File: src/sv/dfpe_pkg.sv
// Shared types, constants and frame helpers for the DShot frame encoder.
`default_nettype none
package dfpe_pkg;

  localparam int FRAME_SLOTS = 18;
  localparam int FRAME_BITS  = 16;
  localparam int SLOT_W      = $clog2(FRAME_SLOTS);

  localparam int CODE_W  = 11;
  localparam int PCT_W   = 16;
  localparam int WIDTH_W = 16;
  localparam int PROD_W  = PCT_W + CODE_W;
  localparam int Y_W     = PROD_W - 8;
  localparam int QEST_W  = 13;

  // floor(y / 100) estimate: y * RECIP >> RECIP_SH is low by at most one
  localparam int RECIP_W  = 13;
  localparam int RECIP_SH = 19;
  localparam logic [RECIP_W-1:0] RECIP = 13'd5242;

  localparam logic [PCT_W-1:0] ONE_PERCENT_Q8 = 16'd256;

  localparam int CFG_IDX_W = 3;
  localparam logic [CFG_IDX_W-1:0] REG_FLOOR   = 3'd0;
  localparam logic [CFG_IDX_W-1:0] REG_CEILING = 3'd1;
  localparam logic [CFG_IDX_W-1:0] REG_IDLE    = 3'd2;
  localparam logic [CFG_IDX_W-1:0] REG_ONE     = 3'd3;
  localparam logic [CFG_IDX_W-1:0] REG_ZERO    = 3'd4;

  localparam logic [CODE_W-1:0]  FLOOR_RST   = 11'd48;
  localparam logic [CODE_W-1:0]  CEILING_RST = 11'd2047;
  localparam logic [CODE_W-1:0]  IDLE_RST    = 11'd0;
  localparam logic [WIDTH_W-1:0] ONE_RST     = 16'd60;
  localparam logic [WIDTH_W-1:0] ZERO_RST    = 16'd30;

  typedef struct packed {
    logic [CODE_W-1:0]  throttle_floor;
    logic [CODE_W-1:0]  throttle_ceiling;
    logic [CODE_W-1:0]  idle_code;
    logic [WIDTH_W-1:0] one_high_time;
    logic [WIDTH_W-1:0] zero_high_time;
  } cfg_t;

  // append the XOR nibble checksum to the code and telemetry bit
  function automatic logic [FRAME_BITS-1:0] build_frame(input logic [CODE_W-1:0] code,
                                                        input logic tel);
    logic [11:0] twelve;
    logic [3:0]  sum;
    twelve = {code, tel};
    sum    = twelve[3:0] ^ twelve[7:4] ^ twelve[11:8];
    return {twelve, sum};
  endfunction

endpackage
`default_nettype wire

File: src/sv/dshot_frame_pulse_encoder_top.sv
// DShot frame encoder: one motor command in, eighteen timer compare slots out.
// A command passes the product and quotient stages before the emitter takes it.
// Output runs at one slot per cycle while out_stall is low; the next frame is
// computed while the current one is sent and follows its last slot directly.
// The slot emitter sets the rate: one compare value per cycle unless stalled.
// Reset (synchronous, rst high) empties the pipeline and restores the registers.
`default_nettype none
module dshot_frame_pulse_encoder_top import dfpe_pkg::*; (
  input  wire logic                 clk,
  input  wire logic                 rst,
  input  wire logic                 in_valid,
  output logic                      in_stall,
  input  wire logic [PCT_W-1:0]     throttle_q8,
  input  wire logic                 motor_armed,
  input  wire logic                 want_telemetry,
  output logic                      out_valid,
  input  wire logic                 out_stall,
  output logic [WIDTH_W-1:0]        pulse_width,
  output logic [FRAME_BITS-1:0]     frame_word,
  output logic                      is_last,
  input  wire logic                 cfg_valid,
  output logic                      cfg_ready,
  input  wire logic [CFG_IDX_W-1:0] cfg_index,
  input  wire logic [WIDTH_W-1:0]   cfg_data
);

  cfg_t                  cfg;
  logic                  frame_valid;
  logic                  frame_take;
  logic [FRAME_BITS-1:0] frame;

  dfpe_regs u_regs (
    .clk       (clk),
    .rst       (rst),
    .cfg_valid (cfg_valid),
    .cfg_ready (cfg_ready),
    .cfg_index (cfg_index),
    .cfg_data  (cfg_data),
    .cfg       (cfg)
  );

  dfpe_code u_code (
    .clk            (clk),
    .rst            (rst),
    .cfg            (cfg),
    .in_valid       (in_valid),
    .in_stall       (in_stall),
    .throttle_q8    (throttle_q8),
    .motor_armed    (motor_armed),
    .want_telemetry (want_telemetry),
    .frame_valid    (frame_valid),
    .frame_take     (frame_take),
    .frame          (frame)
  );

  dfpe_serial u_serial (
    .clk         (clk),
    .rst         (rst),
    .cfg         (cfg),
    .frame_valid (frame_valid),
    .frame_take  (frame_take),
    .frame       (frame),
    .out_valid   (out_valid),
    .out_stall   (out_stall),
    .pulse_width (pulse_width),
    .frame_word  (frame_word),
    .is_last     (is_last)
  );

endmodule
`default_nettype wire

File: src/sv/dfpe_regs.sv
// Configuration register file for the DShot frame encoder.
`default_nettype none
module dfpe_regs import dfpe_pkg::*; (
  input  wire logic                 clk,
  input  wire logic                 rst,
  input  wire logic                 cfg_valid,
  output logic                      cfg_ready,
  input  wire logic [CFG_IDX_W-1:0] cfg_index,
  input  wire logic [WIDTH_W-1:0]   cfg_data,
  output cfg_t                      cfg
);

  assign cfg_ready = 1'b1;

  always_ff @(posedge clk) begin
    if (rst) begin
      cfg.throttle_floor   <= FLOOR_RST;
      cfg.throttle_ceiling <= CEILING_RST;
      cfg.idle_code        <= IDLE_RST;
      cfg.one_high_time    <= ONE_RST;
      cfg.zero_high_time   <= ZERO_RST;
    end else if (cfg_valid) begin
      unique case (cfg_index)
        REG_FLOOR:   cfg.throttle_floor   <= cfg_data[CODE_W-1:0];
        REG_CEILING: cfg.throttle_ceiling <= cfg_data[CODE_W-1:0];
        REG_IDLE:    cfg.idle_code        <= cfg_data[CODE_W-1:0];
        REG_ONE:     cfg.one_high_time    <= cfg_data;
        REG_ZERO:    cfg.zero_high_time   <= cfg_data;
        default: ;
      endcase
    end
  end

endmodule
`default_nettype wire

File: src/sv/dfpe_code.sv
// Throttle scaling and frame build pipeline: product, quotient estimate, frame.
`default_nettype none
module dfpe_code import dfpe_pkg::*; (
  input  wire logic                  clk,
  input  wire logic                  rst,
  input  wire cfg_t                  cfg,
  input  wire logic                  in_valid,
  output logic                       in_stall,
  input  wire logic [PCT_W-1:0]      throttle_q8,
  input  wire logic                  motor_armed,
  input  wire logic                  want_telemetry,
  output logic                       frame_valid,
  input  wire logic                  frame_take,
  output logic [FRAME_BITS-1:0]      frame
);

  logic [CODE_W-1:0] span;
  logic              s1_valid;
  logic [PROD_W-1:0] s1_prod;
  logic              s1_idle;
  logic              s1_tel;
  logic              s2_valid;
  logic [Y_W-1:0]    s2_y;
  logic [QEST_W-1:0] s2_qest;
  logic              s2_idle;
  logic              s2_tel;
  logic              s1_move;
  logic              s2_free;
  logic              in_take;

  logic [Y_W+RECIP_W-1:0] y_recip;
  logic [Y_W:0]           q100;
  logic [Y_W:0]           rem;
  logic [QEST_W-1:0]      quot;
  logic [QEST_W:0]        code_sum;
  logic [CODE_W-1:0]      code;

  assign span = (cfg.throttle_ceiling > cfg.throttle_floor) ?
                (cfg.throttle_ceiling - cfg.throttle_floor) : '0;

  assign s2_free  = !s2_valid || frame_take;
  assign s1_move  = s1_valid && s2_free;
  assign in_stall = s1_valid && !s2_free;
  assign in_take  = in_valid && !in_stall;

  assign y_recip = s1_prod[PROD_W-1:8] * RECIP;

  always_ff @(posedge clk) begin
    if (rst) begin
      s1_valid <= 1'b0;
      s2_valid <= 1'b0;
    end else begin
      if (in_take) begin
        s1_valid <= 1'b1;
      end else if (s1_move) begin
        s1_valid <= 1'b0;
      end
      if (s1_move) begin
        s2_valid <= 1'b1;
      end else if (frame_take) begin
        s2_valid <= 1'b0;
      end
    end
  end

  always_ff @(posedge clk) begin
    if (in_take) begin
      s1_prod <= throttle_q8 * span;
      s1_idle <= !motor_armed || (throttle_q8 < ONE_PERCENT_Q8);
      s1_tel  <= want_telemetry;
    end
    if (s1_move) begin
      s2_y    <= s1_prod[PROD_W-1:8];
      s2_qest <= y_recip[RECIP_SH +: QEST_W];
      s2_idle <= s1_idle;
      s2_tel  <= s1_tel;
    end
  end

  // correct the low estimate, add the floor and saturate at the ceiling; idle uses idle_code
  always_comb begin
    q100     = {{(Y_W+1-QEST_W){1'b0}}, s2_qest} * (Y_W+1)'(100);
    rem      = {1'b0, s2_y} - q100;
    quot     = s2_qest + QEST_W'(rem >= (Y_W+1)'(100));
    code_sum = {3'b000, cfg.throttle_floor} + {1'b0, quot};
    if (s2_idle) begin
      code = cfg.idle_code;
    end else if (code_sum > {3'b000, cfg.throttle_ceiling}) begin
      code = cfg.throttle_ceiling;
    end else begin
      code = code_sum[CODE_W-1:0];
    end
  end

  assign frame_valid = s2_valid;
  assign frame       = build_frame(code, s2_tel);

endmodule
`default_nettype wire

File: src/sv/dfpe_serial.sv
// Slot emitter: sends one frame as a train of compare widths and gap slots.
`default_nettype none
module dfpe_serial import dfpe_pkg::*; (
  input  wire logic                  clk,
  input  wire logic                  rst,
  input  wire cfg_t                  cfg,
  input  wire logic                  frame_valid,
  output logic                       frame_take,
  input  wire logic [FRAME_BITS-1:0] frame,
  output logic                       out_valid,
  input  wire logic                  out_stall,
  output logic [WIDTH_W-1:0]         pulse_width,
  output logic [FRAME_BITS-1:0]      frame_word,
  output logic                       is_last
);

  localparam logic [SLOT_W-1:0] LAST_SLOT = SLOT_W'(FRAME_SLOTS - 1);
  localparam logic [SLOT_W-1:0] TOP_BIT   = SLOT_W'(FRAME_BITS - 1);

  logic                     busy;
  logic [SLOT_W-1:0]        slot;
  logic [FRAME_BITS-1:0]    held;
  logic                     out_take;
  logic [$clog2(FRAME_BITS)-1:0] bit_idx;

  assign out_take   = busy && !out_stall;
  assign is_last    = (slot == LAST_SLOT);
  assign frame_take = frame_valid && (!busy || (out_take && is_last));

  always_ff @(posedge clk) begin
    if (rst) begin
      busy <= 1'b0;
      slot <= '0;
    end else if (frame_take) begin
      busy <= 1'b1;
      slot <= '0;
    end else if (out_take) begin
      // drop busy after the final slot, else advance
      if (is_last) begin
        busy <= 1'b0;
        slot <= '0;
      end else begin
        slot <= slot + 1'b1;
      end
    end
  end

  always_ff @(posedge clk) begin
    if (frame_take) begin
      held <= frame;
    end
  end

  assign bit_idx = $clog2(FRAME_BITS)'(TOP_BIT - slot);

  always_comb begin
    if (slot > TOP_BIT) begin
      pulse_width = '0;
    end else if (held[bit_idx]) begin
      pulse_width = cfg.one_high_time;
    end else begin
      pulse_width = cfg.zero_high_time;
    end
  end

  assign out_valid  = busy;
  assign frame_word = held;

endmodule
`default_nettype wire

File: config.mk
export PLATFORM = sky130hd
export DESIGN_NAME = dshot_frame_pulse_encoder_top
export DESIGN_NICKNAME = d
export VERILOG_FILES = /design/src/sv/dfpe_pkg.sv /design/src/sv/dshot_frame_pulse_encoder_top.sv /design/src/sv/dfpe_regs.sv /design/src/sv/dfpe_code.sv /design/src/sv/dfpe_serial.sv
export SDC_FILE = /design/constraint.sdc
export NUM_CORES = 1
export LEC_CHECK = 0
export ABC_AREA = 1
export BUFFER_PORTS_ARGS = -buffer_cell sky130_fd_sc_hd__buf_2
export CAP_MARGIN = 20
export CORE_MARGIN = 1.5
export CORE_UTILIZATION = 40
export DETAILED_ROUTE_END_ITERATION = 10
export HOLD_SLACK_MARGIN = 0.08
export PLACE_DENSITY_LB_ADDON = 0.25
export SYNTH_ARGS = -nofsm -noshare
export SYNTH_HDL_FRONTEND = slang
export SYNTH_SLANG_ARGS = --single-unit
File: constraint.sdc
create_clock -name clk -period 7.2 [get_ports clk]
set_input_delay 1.08 -clock clk [delete_from_list [all_inputs] [get_ports clk]]
set_output_delay 1.08 -clock clk [all_outputs]
set_load 0.01 [all_outputs]
==> metrics.md, run 1 <==
| Metric | Value |
|---|---|
| Run status | `complete, but fails checks` |
| Failing checks | `negative setup slack` |
| RSZ-0062 raised after global routing | `true` |
| Type of origin of the critical path | `flop` |
| Post-layout min period | `7.81 ns` |
| Worst Tran Pin Value | `0.972 ns` |
| Site Rows | `79` |
| Largest stage delay, worst path | `0.49 ns` |
| Largest net degree at the start of global routing | `66` |
| Die Ht | `222 um` |
| FMAX | `128 MHz` |
| CTS sink cnt | `142` |
| Total wire length | `49600 um` |
| Delay-heaviest family, CP | `adder cells` |
| Fillcell total | `4533` |
| Initial antenna violation count | `0` |
| GRT overflow | `0` |
| Slew margin rel. | `0.350` |
| FF/Latch Area | `3530 um^2` |
| DP Area | `21400 um^2` |
| Hold_buf cts | `0` |
| Synth-to-layout area growth | `18.2%` |
| Post-synthesis cell count | `2361` |
| CTS tree | `built` |
| Routed WL per cell | `15.5 um` |
| Number of distinct library cells after synthesis | `56` |
| Asr flop ratio synth | `0` |
| Initial DRC count | `875` |
| First-pass GRT wire length | `81400 um` |
| Final period util | `1.08` |
| Syn Nets | `2885` |
| Slew Viols, Final | `0` |
| Antenna Violating Nets Remaining | `0` |
| Arrival time worst endpoint | `8.01 ns` |
| Type of element capturing the critical path | `flop` |
| Via count | `approximately 16000` |
| Buffers and inverters on the worst path | `9` |
| Vias/cell | `5.04` |
| Core ar. | `between 40000 and 50000 um^2` |
| # Max-Cap Violations | `0` |
| Seq cells post-synth | `142` |
| Worst-Skew Late Latency | `approximately 0.45 ns` |
| Starting Density | `0.408` |
| GRT Total Usage | `0.204` |
| Critical Path RT | `7.40 ns` |
| Commonest non-fill, non-tap cells in the layout | `inv_1, nand2_1, ha_1` |
| Ant diodes | `0` |
| Clk_skew | `between 0.015 and 0.02 ns` |
| Crit Path Max Fanout | `4` |
| CTS clk-pin slew, worst paths | `0.06 ns` |
| Hold crit path type | `flop to flop` |
| Syn Area/Cell | `8.10 um^2` |
| PnR worst setup slack | `-0.605 ns` |
| Die X | `222 um` |
| Most used DFF post-synth | `dfxtp_1` |
| I/O pin count | `78` |
| Area of the mapped netlist | `19100 um^2` |
| Vias in the first global route | `16400` |
| Clock Root Buffer | `clkbuf_16` |
| Routability Congestion | `0.911` |
| CTS Buf Count | `17` |
| Commonest non-fill, non-tap cell in the layout | `inv_1` |
| Setup CP Type | `flop to flop` |
| Port Buf Inserts | `76` |
| Hpwl dp | `41300 um` |
| DRT Pass-1 Iters | `5` |
| Sequential share of the synthesized area | `0.185` |
| Slowest CP cell | `fa_1` |
| Yosys warnings | `0` |
| Hold Vio Cnt, Final | `0` |
| Footprint of the multi-input gates | `roughly 14000 um^2` |
| Final setup vio count | `15` |
| EDFF count, synth | `69` |
| Fraction of layout cells with a size suffix above 1 | `0.176` |
| Nets | `3112` |
| Max Root-Sink Buffers | `2` |
| Die area | `49200 um^2` |
| H-tree depth | `4` |
| # DRC | `0` |
| Design area | `22600 um^2` |
timing repair:
item / CTS / global route
gates resized for setup: 28 / 97
pin swaps: 16 / 52
gates cloned: 0 / 1
endpoints found under the setup margin: 15 / 30
setup buffers: 15 / 14
Yosys cell counts, types with 2 or more instances:
| master | count | area share |
|---|---|---|
| a211oi_1 | 14 | 0.0055 |
| a21boi_0 | 2 | 0.00078 |
| a21o_1 | 7 | 0.0027 |
| a21oi_1 | 138 | 0.036 |
| a221oi_1 | 2 | 0.00092 |
| a31oi_1 | 11 | 0.0036 |
| buf_1 | 8 | 0.0016 |
| buf_2 | 11 | 0.0029 |
| buf_4 | 2 | 0.00078 |
| clkbuf_1 | 25 | 0.0049 |
| clkinv_1 | 3 | 0.00059 |
| dfxtp_1 | 73 | 0.076 |
| edfxtp_1 | 69 | 0.11 |
| fa_1 | 211 | 0.22 |
| ha_1 | 271 | 0.18 |
| inv_1 | 471 | 0.092 |
| inv_2 | 5 | 0.00098 |
| nand2_1 | 443 | 0.087 |
| nand2_2 | 17 | 0.0056 |
| nand3_1 | 70 | 0.018 |
| nand3_2 | 5 | 0.0026 |
| nand3_4 | 3 | 0.0027 |
| nand3b_1 | 6 | 0.0024 |
| nand4_1 | 12 | 0.0039 |
| nor2_1 | 224 | 0.044 |
| nor2_4 | 5 | 0.0029 |
| nor3_1 | 19 | 0.0050 |
| nor3_2 | 2 | 0.0010 |
| nor4_1 | 6 | 0.0020 |
| o211ai_1 | 16 | 0.0063 |
| o21a_1 | 7 | 0.0027 |
| o21ai_0 | 89 | 0.023 |
| o21bai_1 | 3 | 0.0012 |
| o21bai_4 | 4 | 0.0039 |
| o221ai_1 | 2 | 0.00092 |
| o31ai_1 | 3 | 0.0012 |
| or2_2 | 6 | 0.0020 |
| xnor2_1 | 21 | 0.0096 |
| xor2_1 | 58 | 0.027 |
flip-flops by register name (all words and copies together), names as in the netlist:
| name | cells |
|---|---|
| u_regs.cfg | 65 |
| u_code.s2_tel | 1 |
| u_code.s1_idle | 1 |
| u_code.s2_idle | 1 |
| u_code.s1_prod | 19 |
| u_code.frame_valid | 1 |
| u_serial.frame_word | 16 |
| u_serial.out_valid | 1 |
| u_code.s1_tel | 1 |
| u_code.s1_valid | 1 |
| u_code.s2_qest | 13 |
| u_serial.slot | 5 |
| u_code.s2_y | 17 |
per-stage QoR:
step | worst slack [ns] | util | setup TNS (ns) | hold slack [ns] | cells
finish | -0.605 | 0.483 | -7.11 | 0.426 | 3208
global route | -1.13 | 0.483 | -14.51 | 0.439 | 3208
CTS | -0.522 | 0.473 | -6.26 | 0.429 | 3194
detailed placement | -0.643 | 0.456 | -7.65 | 0.407 | 3147
global placement | -0.421 | 0.456 | -4.50 | 0.405 | 3147
floorplan | -0.0553 | - | -0.130 | 0.400 | 2361
final timing paths:
check	start	to	slack, ns	depth (start not counted)
setup / recovery	u_code.s2_qest[7]	u_serial.frame_word[2]	-0.61	51
hold / removal	u_code.s1_tel	u_code.s2_tel	0.43	0
setup reg to reg	u_code.s2_qest[7]	u_serial.frame_word[2]	-0.61	51
hold reg to reg	u_code.s1_tel	u_code.s2_tel	0.43	0
cells by family (layout without fill, tap and decap cells):
logic type	Yosys count	count (layout)	share of synthesized area
other cells	1	1	0.000196
compound gates	309	309	0.0949
buf+inv	526	766	0.105
fa+ha+maj	482	482	0.398
simple gates	822	822	0.182
flops	142	142	0.185
xor+xnor	79	79	0.0362
per-layer routing:
metal	up-vias	global-route usage	part of all wire
li1	7918	-	-
met1	7803	0.267	0.45
met2	360	0.354	0.49
met3	73	0.0231	0.037
met4	0	0.0614	0.024
met5	-	0	0
area by class of cell:
type	count	share of cell area
Clock inverter	14	0.00514
Timing Repair Buffer	255	0.0787
Clock buffer	18	0.0190
Tap cell	607	0.0336
Multi-Input combinational cell	1693	0.628
Inverter	479	0.0797
Sequential cell	142	0.156
Power of run 1 is not shown: default switching activity piles up to over one toggle a cycle in this logic, so the estimate is an artifact.
==> inputs of run 2 (changes only) <==
--- a/config.mk
+++ b/config.mk
@@ -13,6 +13,8 @@
 export DETAILED_ROUTE_END_ITERATION = 10
 export HOLD_SLACK_MARGIN = 0.08
 export PLACE_DENSITY_LB_ADDON = 0.25
+export RECOVER_POWER = 25
+export SLEW_MARGIN = 20
 export SYNTH_ARGS = -nofsm -noshare
 export SYNTH_HDL_FRONTEND = slang
 export SYNTH_SLANG_ARGS = --single-unit
==> metrics.md, run 2 (synthesis results as in run 1) <==
| Metric | Value |
|---|---|
| Die X | `222 um (unchanged)` |
| Worst R2R Path Depth | `51 (unchanged)` |
| Initial antenna violation count | `0 (unchanged)` |
| Largest net degree at the start of global routing | `66 (unchanged)` |
| R2R Path End | `u_serial.frame_word[2]` |
| Worst-Skew Late Latency | `0.45 ns (about the same)` |
| Antenna Violating Nets Remaining | `0 (unchanged)` |
| Vias in the first global route | `16400 (unchanged)` |
| Type of element capturing the critical path | `flop` |
| CTS sink cnt | `142 (unchanged)` |
| Worst Hold Slack | `0.426 ns (+0.000296 ns)` |
| Via count | `16100 (-0.12%)` |
| Hpwl dp | `41300 um (unchanged)` |
| GRT Total Usage | `0.204 (unchanged)` |
| Reg2Reg Setup Slack | `-0.61 ns (about the same)` |
| Fraction of layout cells with a size suffix above 1 | `0.175 (-0.00115)` |
| CTS clk-pin slew, worst paths | `0.06 ns (about the same)` |
| Slew margin rel. | `-0.683 (-1.03)` |
| Synth-to-layout area growth | `18.2% (about the same)` |
| Vias/cell | `5.03 (-0.12%)` |
| CTS tree | `built` |
| Core ar. | `46900 um^2 (unchanged)` |
| Max Root-Sink Buffers | `2 (unchanged)` |
| Slew Viols, Final | `66 (+66)` |
| Largest Register | `u_regs.cfg` |
| DRT Pass-1 Iters | `5 (unchanged)` |
| Biggest regs | `u_regs.cfg (65), u_code.s1_prod (19), u_code.s2_y (17)` |
| Slowest CP cell | `fa_1` |
| Port Buf Inserts | `76 (unchanged)` |
| Hold Vio Cnt, Final | `0 (unchanged)` |
| H-tree depth | `4 (unchanged)` |
| Routed WL per cell | `15.4 um (about the same)` |
| Design area | `22600 um^2 (about the same)` |
| # Max-Cap Violations | `1 (+1)` |
| Setup CP Type | `flop to flop` |
| CTS Buf Count | `17 (unchanged)` |
| Non-filler cells, final | `3208 (unchanged)` |
| GRT overflow | `0 (unchanged)` |
| Critical Path RT | `7.40 ns (about the same)` |
| Fillcell total | `4536 (+0.066%)` |
| Die area | `49200 um^2 (unchanged)` |
| Commonest non-fill, non-tap cells in the layout | `inv_1, nand2_1, ha_1` |
| Failing checks | `max-capacitance violations, max-slew violations, negative setup slack` |
| Final period util | `1.08 (about the same)` |
| First-pass GRT wire length | `81400 um (unchanged)` |
| # DRC | `0 (unchanged)` |
| Final setup vio count | `15 (unchanged)` |
| Largest stage delay, worst path | `0.49 ns (about the same)` |
| Commonest non-fill, non-tap cell in the layout | `inv_1` |
| Clk_skew | `0.0166 ns (+0.000180 ns)` |
| Crit path capture | `u_serial.frame_word[2]` |
| FMAX | `128 MHz (about the same)` |
| Arrival time worst endpoint | `8.01 ns (about the same)` |
| Hold_buf cts | `0 (unchanged)` |
| Crit Path Max Fanout | `4 (unchanged)` |
| Footprint of the multi-input gates | `14200 um^2 (unchanged)` |
| Nets | `3112 (unchanged)` |
| DP Area | `21400 um^2 (unchanged)` |
| Run status | `complete, but fails checks` |
| Site Rows | `79 (unchanged)` |
| Type of origin of the critical path | `flop` |
| FF/Latch Area | `3530 um^2 (unchanged)` |
| Initial DRC count | `870 (-0.57%)` |
| Total wire length | `49500 um (about the same)` |
| Worst Tran Pin Value | `2.52 ns (+1.55 ns)` |
| Largest register FFs | `65 (unchanged)` |
| RSZ-0062 raised after global routing | `true` |
| R2R Path Start | `u_code.s2_qest[7]` |
| Hold crit path type | `flop to flop` |
| Worst Hold Launch | `u_code.s1_tel` |
| I/O pin count | `78 (unchanged)` |
| Post-layout min period | `7.81 ns (+0.00245 ns)` |
| Placed Cells | `3147 (unchanged)` |
| Starting Density | `0.408 (unchanged)` |
| Worst Setup SP | `u_code.s2_qest[7]` |
| Routability Congestion | `0.911 (unchanged)` |
| Ant diodes | `0 (unchanged)` |
| Die Ht | `222 um (unchanged)` |
| PnR worst setup slack | `-0.608 ns (-0.00245 ns)` |
| Clock Root Buffer | `clkbuf_16` |
run 2: cell count changes in the layout (fill, tap and decap cells not counted), sizes merged:
cell | previous run | this run
clkbuf | 19 | 22
buf | 254 | 251
run 2: how the worst min path moves through the flow:
stage | cells after the start | end
floorplan | 0 | u_code.s2_idle
global placement | 0 | u_code.s2_idle
detailed placement | 0 | u_code.s2_tel
CTS | 0 | u_code.s2_idle
global route | 0 | u_code.s2_idle
finish | 0 | u_code.s2_tel
run 2: final cells by class:
class / instances / share of cell area
Clock buffer: 18 / 0.0190
Clock inverter: 14 / 0.00514
Inverter: 479 / 0.0797
Multi-Input combinational cell: 1693 / 0.628
Sequential cell: 142 / 0.156
Tap cell: 607 / 0.0336
Timing Repair Buffer: 255 / 0.0784
run 2: through the flow:
stage	worst slack [ns]	TNS, ns	utilization
global placement	-0.421	-4.50	0.456
CTS	-0.522	-6.26	0.473
floorplan	-0.0553	-0.130	-
global route	-1.13	-14.51	0.483
detailed placement	-0.643	-7.65	0.456
finish	-0.608	-7.14	0.483
run 2: routing by layer:
| layer | global-route usage | vias to the layer above | part of all wire |
|---|---|---|---|
| li1 | - | 7914 | - |
| met1 | 0.267 | 7795 | 0.44 |
| met2 | 0.354 | 353 | 0.49 |
| met3 | 0.0231 | 73 | 0.038 |
| met4 | 0.0614 | 0 | 0.024 |
| met5 | 0 | - | 0 |
run 2: repair_timing:
action,CTS,global route
cloned,0,1
gates resized for setup,28,97
setup endpoints to repair,15,30
pin swaps,16,52
buffers inserted,15,14
run 2: worst max-delay path: cells and delay by family, from the launching register on:
kind                       cells  cell delay, ns
AOI/OAI and AO/OA              8            1.18
xor gates and xnor gates       3            0.43
adders and majority gates      8            2.45
buffers and inverters          9            0.81
DFF                            1            0.45
and+or+nand+nor               23            2.23
Power of run 2 is left out for the same reason.
==> inputs of run 3 (changes only) <==
--- a/config.mk
+++ b/config.mk
@@ -8,12 +8,14 @@
 export ABC_AREA = 1
 export BUFFER_PORTS_ARGS = -buffer_cell sky130_fd_sc_hd__buf_2
 export CAP_MARGIN = 20
+export CORE_ASPECT_RATIO = 1.4
 export CORE_MARGIN = 1.5
 export CORE_UTILIZATION = 40
 export DETAILED_ROUTE_END_ITERATION = 10
 export HOLD_SLACK_MARGIN = 0.08
 export PLACE_DENSITY_LB_ADDON = 0.25
 export RECOVER_POWER = 25
+export SKIP_CTS_REPAIR_TIMING = 1
 export SLEW_MARGIN = 20
 export SYNTH_ARGS = -nofsm -noshare
 export SYNTH_HDL_FRONTEND = slang
==> metrics.md, run 3 (synthesis results as in run 1) <==
| Metric | Value |
|---|---|
| M1 WL | `19900 um (-9.8%)` |
| Failing checks | `max-capacitance violations, max-slew violations, negative setup slack` |
| PnR worst setup slack | `-0.618 ns (-0.0102 ns)` |
| Slew margin rel. | `-0.700 (-0.0172)` |
| Most frequent CP cell | `nand2_1` |
| Clk_skew | `0.0130 ns (-0.00360 ns)` |
| Arrival time worst endpoint | `8.04 ns (+0.03 ns)` |
| # DRC | `0 (unchanged)` |
| Delay-heaviest family, CP | `simple AND/OR/NAND/NOR gates` |
| Largest stage delay, worst path | `0.49 ns (about the same)` |
| Nets | `3101 (-0.35%)` |
| Critical Path RT | `7.42 ns (+0.02 ns)` |
| Antenna Violating Nets Remaining | `0 (unchanged)` |
| Largest Register | `u_regs.cfg` |
| Synth-to-layout area growth | `17.6%` |
| CTS clk-pin slew, worst paths | `0.07 ns (about the same)` |
| RSZ-0062 raised after global routing | `true` |
| Largest register FFs | `65 (unchanged)` |
| Die X | `188 um (-15%)` |
| Design area | `22500 um^2 (-0.49%)` |
| CTS sink cnt | `142 (unchanged)` |
| Fillcell total | `4607 (+1.6%)` |
| # Max-Cap Violations | `1 (unchanged)` |
| Final period util | `1.09 (+0.00142)` |
| Non-filler cells, final | `3214 (+0.19%)` |
| Largest net degree at the start of global routing | `66 (unchanged)` |
| Fraction of layout cells with a size suffix above 1 | `0.159 (-0.0151)` |
| Run status | `complete, but fails checks` |
| Port Buf Inserts | `76 (unchanged)` |
| Highest metal used | `met4` |
| Worst-Skew Late Latency | `0.46 ns (about the same)` |
| Hold Vio Cnt, Final | `0 (unchanged)` |
| Total wire length | `51100 um (+3.2%)` |
| H-tree depth | `4 (unchanged)` |
| Starting Density | `0.406 (-0.00269)` |
| GRT Total Usage | `0.210 (+0.00582)` |
| Commonest non-fill, non-tap cell in the layout | `inv_1` |
| Via count | `16100 (-0.15%)` |
| WL met2 | `27800 um (+14%)` |
| Post-layout min period | `7.82 ns (+0.0102 ns)` |
| Buffers and inverters on the worst path | `8 (-1)` |
| Vias in the first global route | `16400 (-0.38%)` |
| Worst Tran Pin Value | `2.55 ns (+0.0257 ns)` |
| DP Area | `21400 um^2 (+0.21%)` |
| Site Rows | `94 (+19%)` |
| FMAX | `128 MHz (-0.13%)` |
| Footprint of the multi-input gates | `14100 um^2 (-0.70%)` |
| Die Ht | `262 um (+18%)` |
| Placed Cells | `3167 (+0.64%)` |
| Crit Path Max Fanout | `6 (+2)` |
| First-pass GRT wire length | `81700 um (+0.43%)` |
| Biggest regs | `u_regs.cfg (65), u_code.s1_prod (19), u_code.s2_y (17)` |
| Slowest CP cell | `fa_1` |
| Ant diodes | `0 (unchanged)` |
| Place WS | `-0.709 ns (-0.0664 ns)` |
| Max Root-Sink Buffers | `2 (unchanged)` |
| Routed WL per cell | `15.9 um (+3.0%)` |
| CTS tree | `built` |
| Routability Congestion | `0.936 (+2.8%)` |
| Slew Viols, Final | `66 (unchanged)` |
| Initial antenna violation count | `0 (unchanged)` |
| Hpwl dp | `43200 um (+4.5%)` |
| FF/Latch Area | `3540 um^2 (+0.11%)` |
| Type of origin of the critical path | `flop` |
| Hold crit path type | `flop to flop` |
| GRT overflow | `0 (unchanged)` |
| Met3 wire len | `1530 um (-18%)` |
| Setup CP Type | `flop to flop` |
| Die area | `49200 um^2 (about the same)` |
| Type of element capturing the critical path | `flop` |
| Clock Root Buffer | `clkbuf_16` |
| I/O pin count | `78 (unchanged)` |
| CTS Buf Count | `17 (unchanged)` |
| Initial DRC count | `709 (-19%)` |
| Core ar. | `47200 um^2 (+0.66%)` |
| DRT Pass-1 Iters | `6 (+1)` |
| Vias/cell | `5.01 (-0.34%)` |
| Commonest non-fill, non-tap cells in the layout | `inv_1, nand2_1, ha_1` |
| Final setup vio count | `15 (unchanged)` |
-- run 3: per-layer routing --
| metal | global-route usage | up-vias |
|---|---|---|
| met4 | 0.0949 | 0 |
| met2 | 0.404 | 317 |
| met3 | 0.0196 | 99 |
| li1 | - | 7908 |
| met1 | 0.234 | 7786 |
| met5 | 0 | - |
-- run 3: path summary, 6_finish.rpt --
path | start | endpoint | slack (ns) | cells past startpoint
max | u_code.s2_qest[3] | u_serial.frame_word[3] | -0.62 | 53
min | u_code.s1_idle | u_code.s2_idle | 0.43 | 0
max reg2reg | u_code.s2_qest[3] | u_serial.frame_word[3] | -0.62 | 53
min reg2reg | u_code.s1_idle | u_code.s2_idle | 0.43 | 0
-- run 3: stage by stage --
| step | hold WS, ns | TNS, ns | utilization |
|---|---|---|---|
| detailed placement | 0.411 | -8.97 | 0.454 |
| CTS | 0.428 | -9.70 | 0.467 |
| global route | 0.438 | -15.17 | 0.477 |
| global placement | 0.406 | -7.41 | 0.454 |
| finish | 0.430 | -8.25 | 0.477 |
| floorplan | 0.400 | -0.130 | - |
-- run 3: layout make-up --
type | count | share of cell area
clock inverter | 15 | 0.00850
tap | 624 | 0.0347
multi-input combinational | 1693 | 0.627
timing repair buffer | 244 | 0.0741
inverter | 479 | 0.0800
clock buffer | 17 | 0.0189
sequential | 142 | 0.157
Power of run 3 is left out for the same reason.
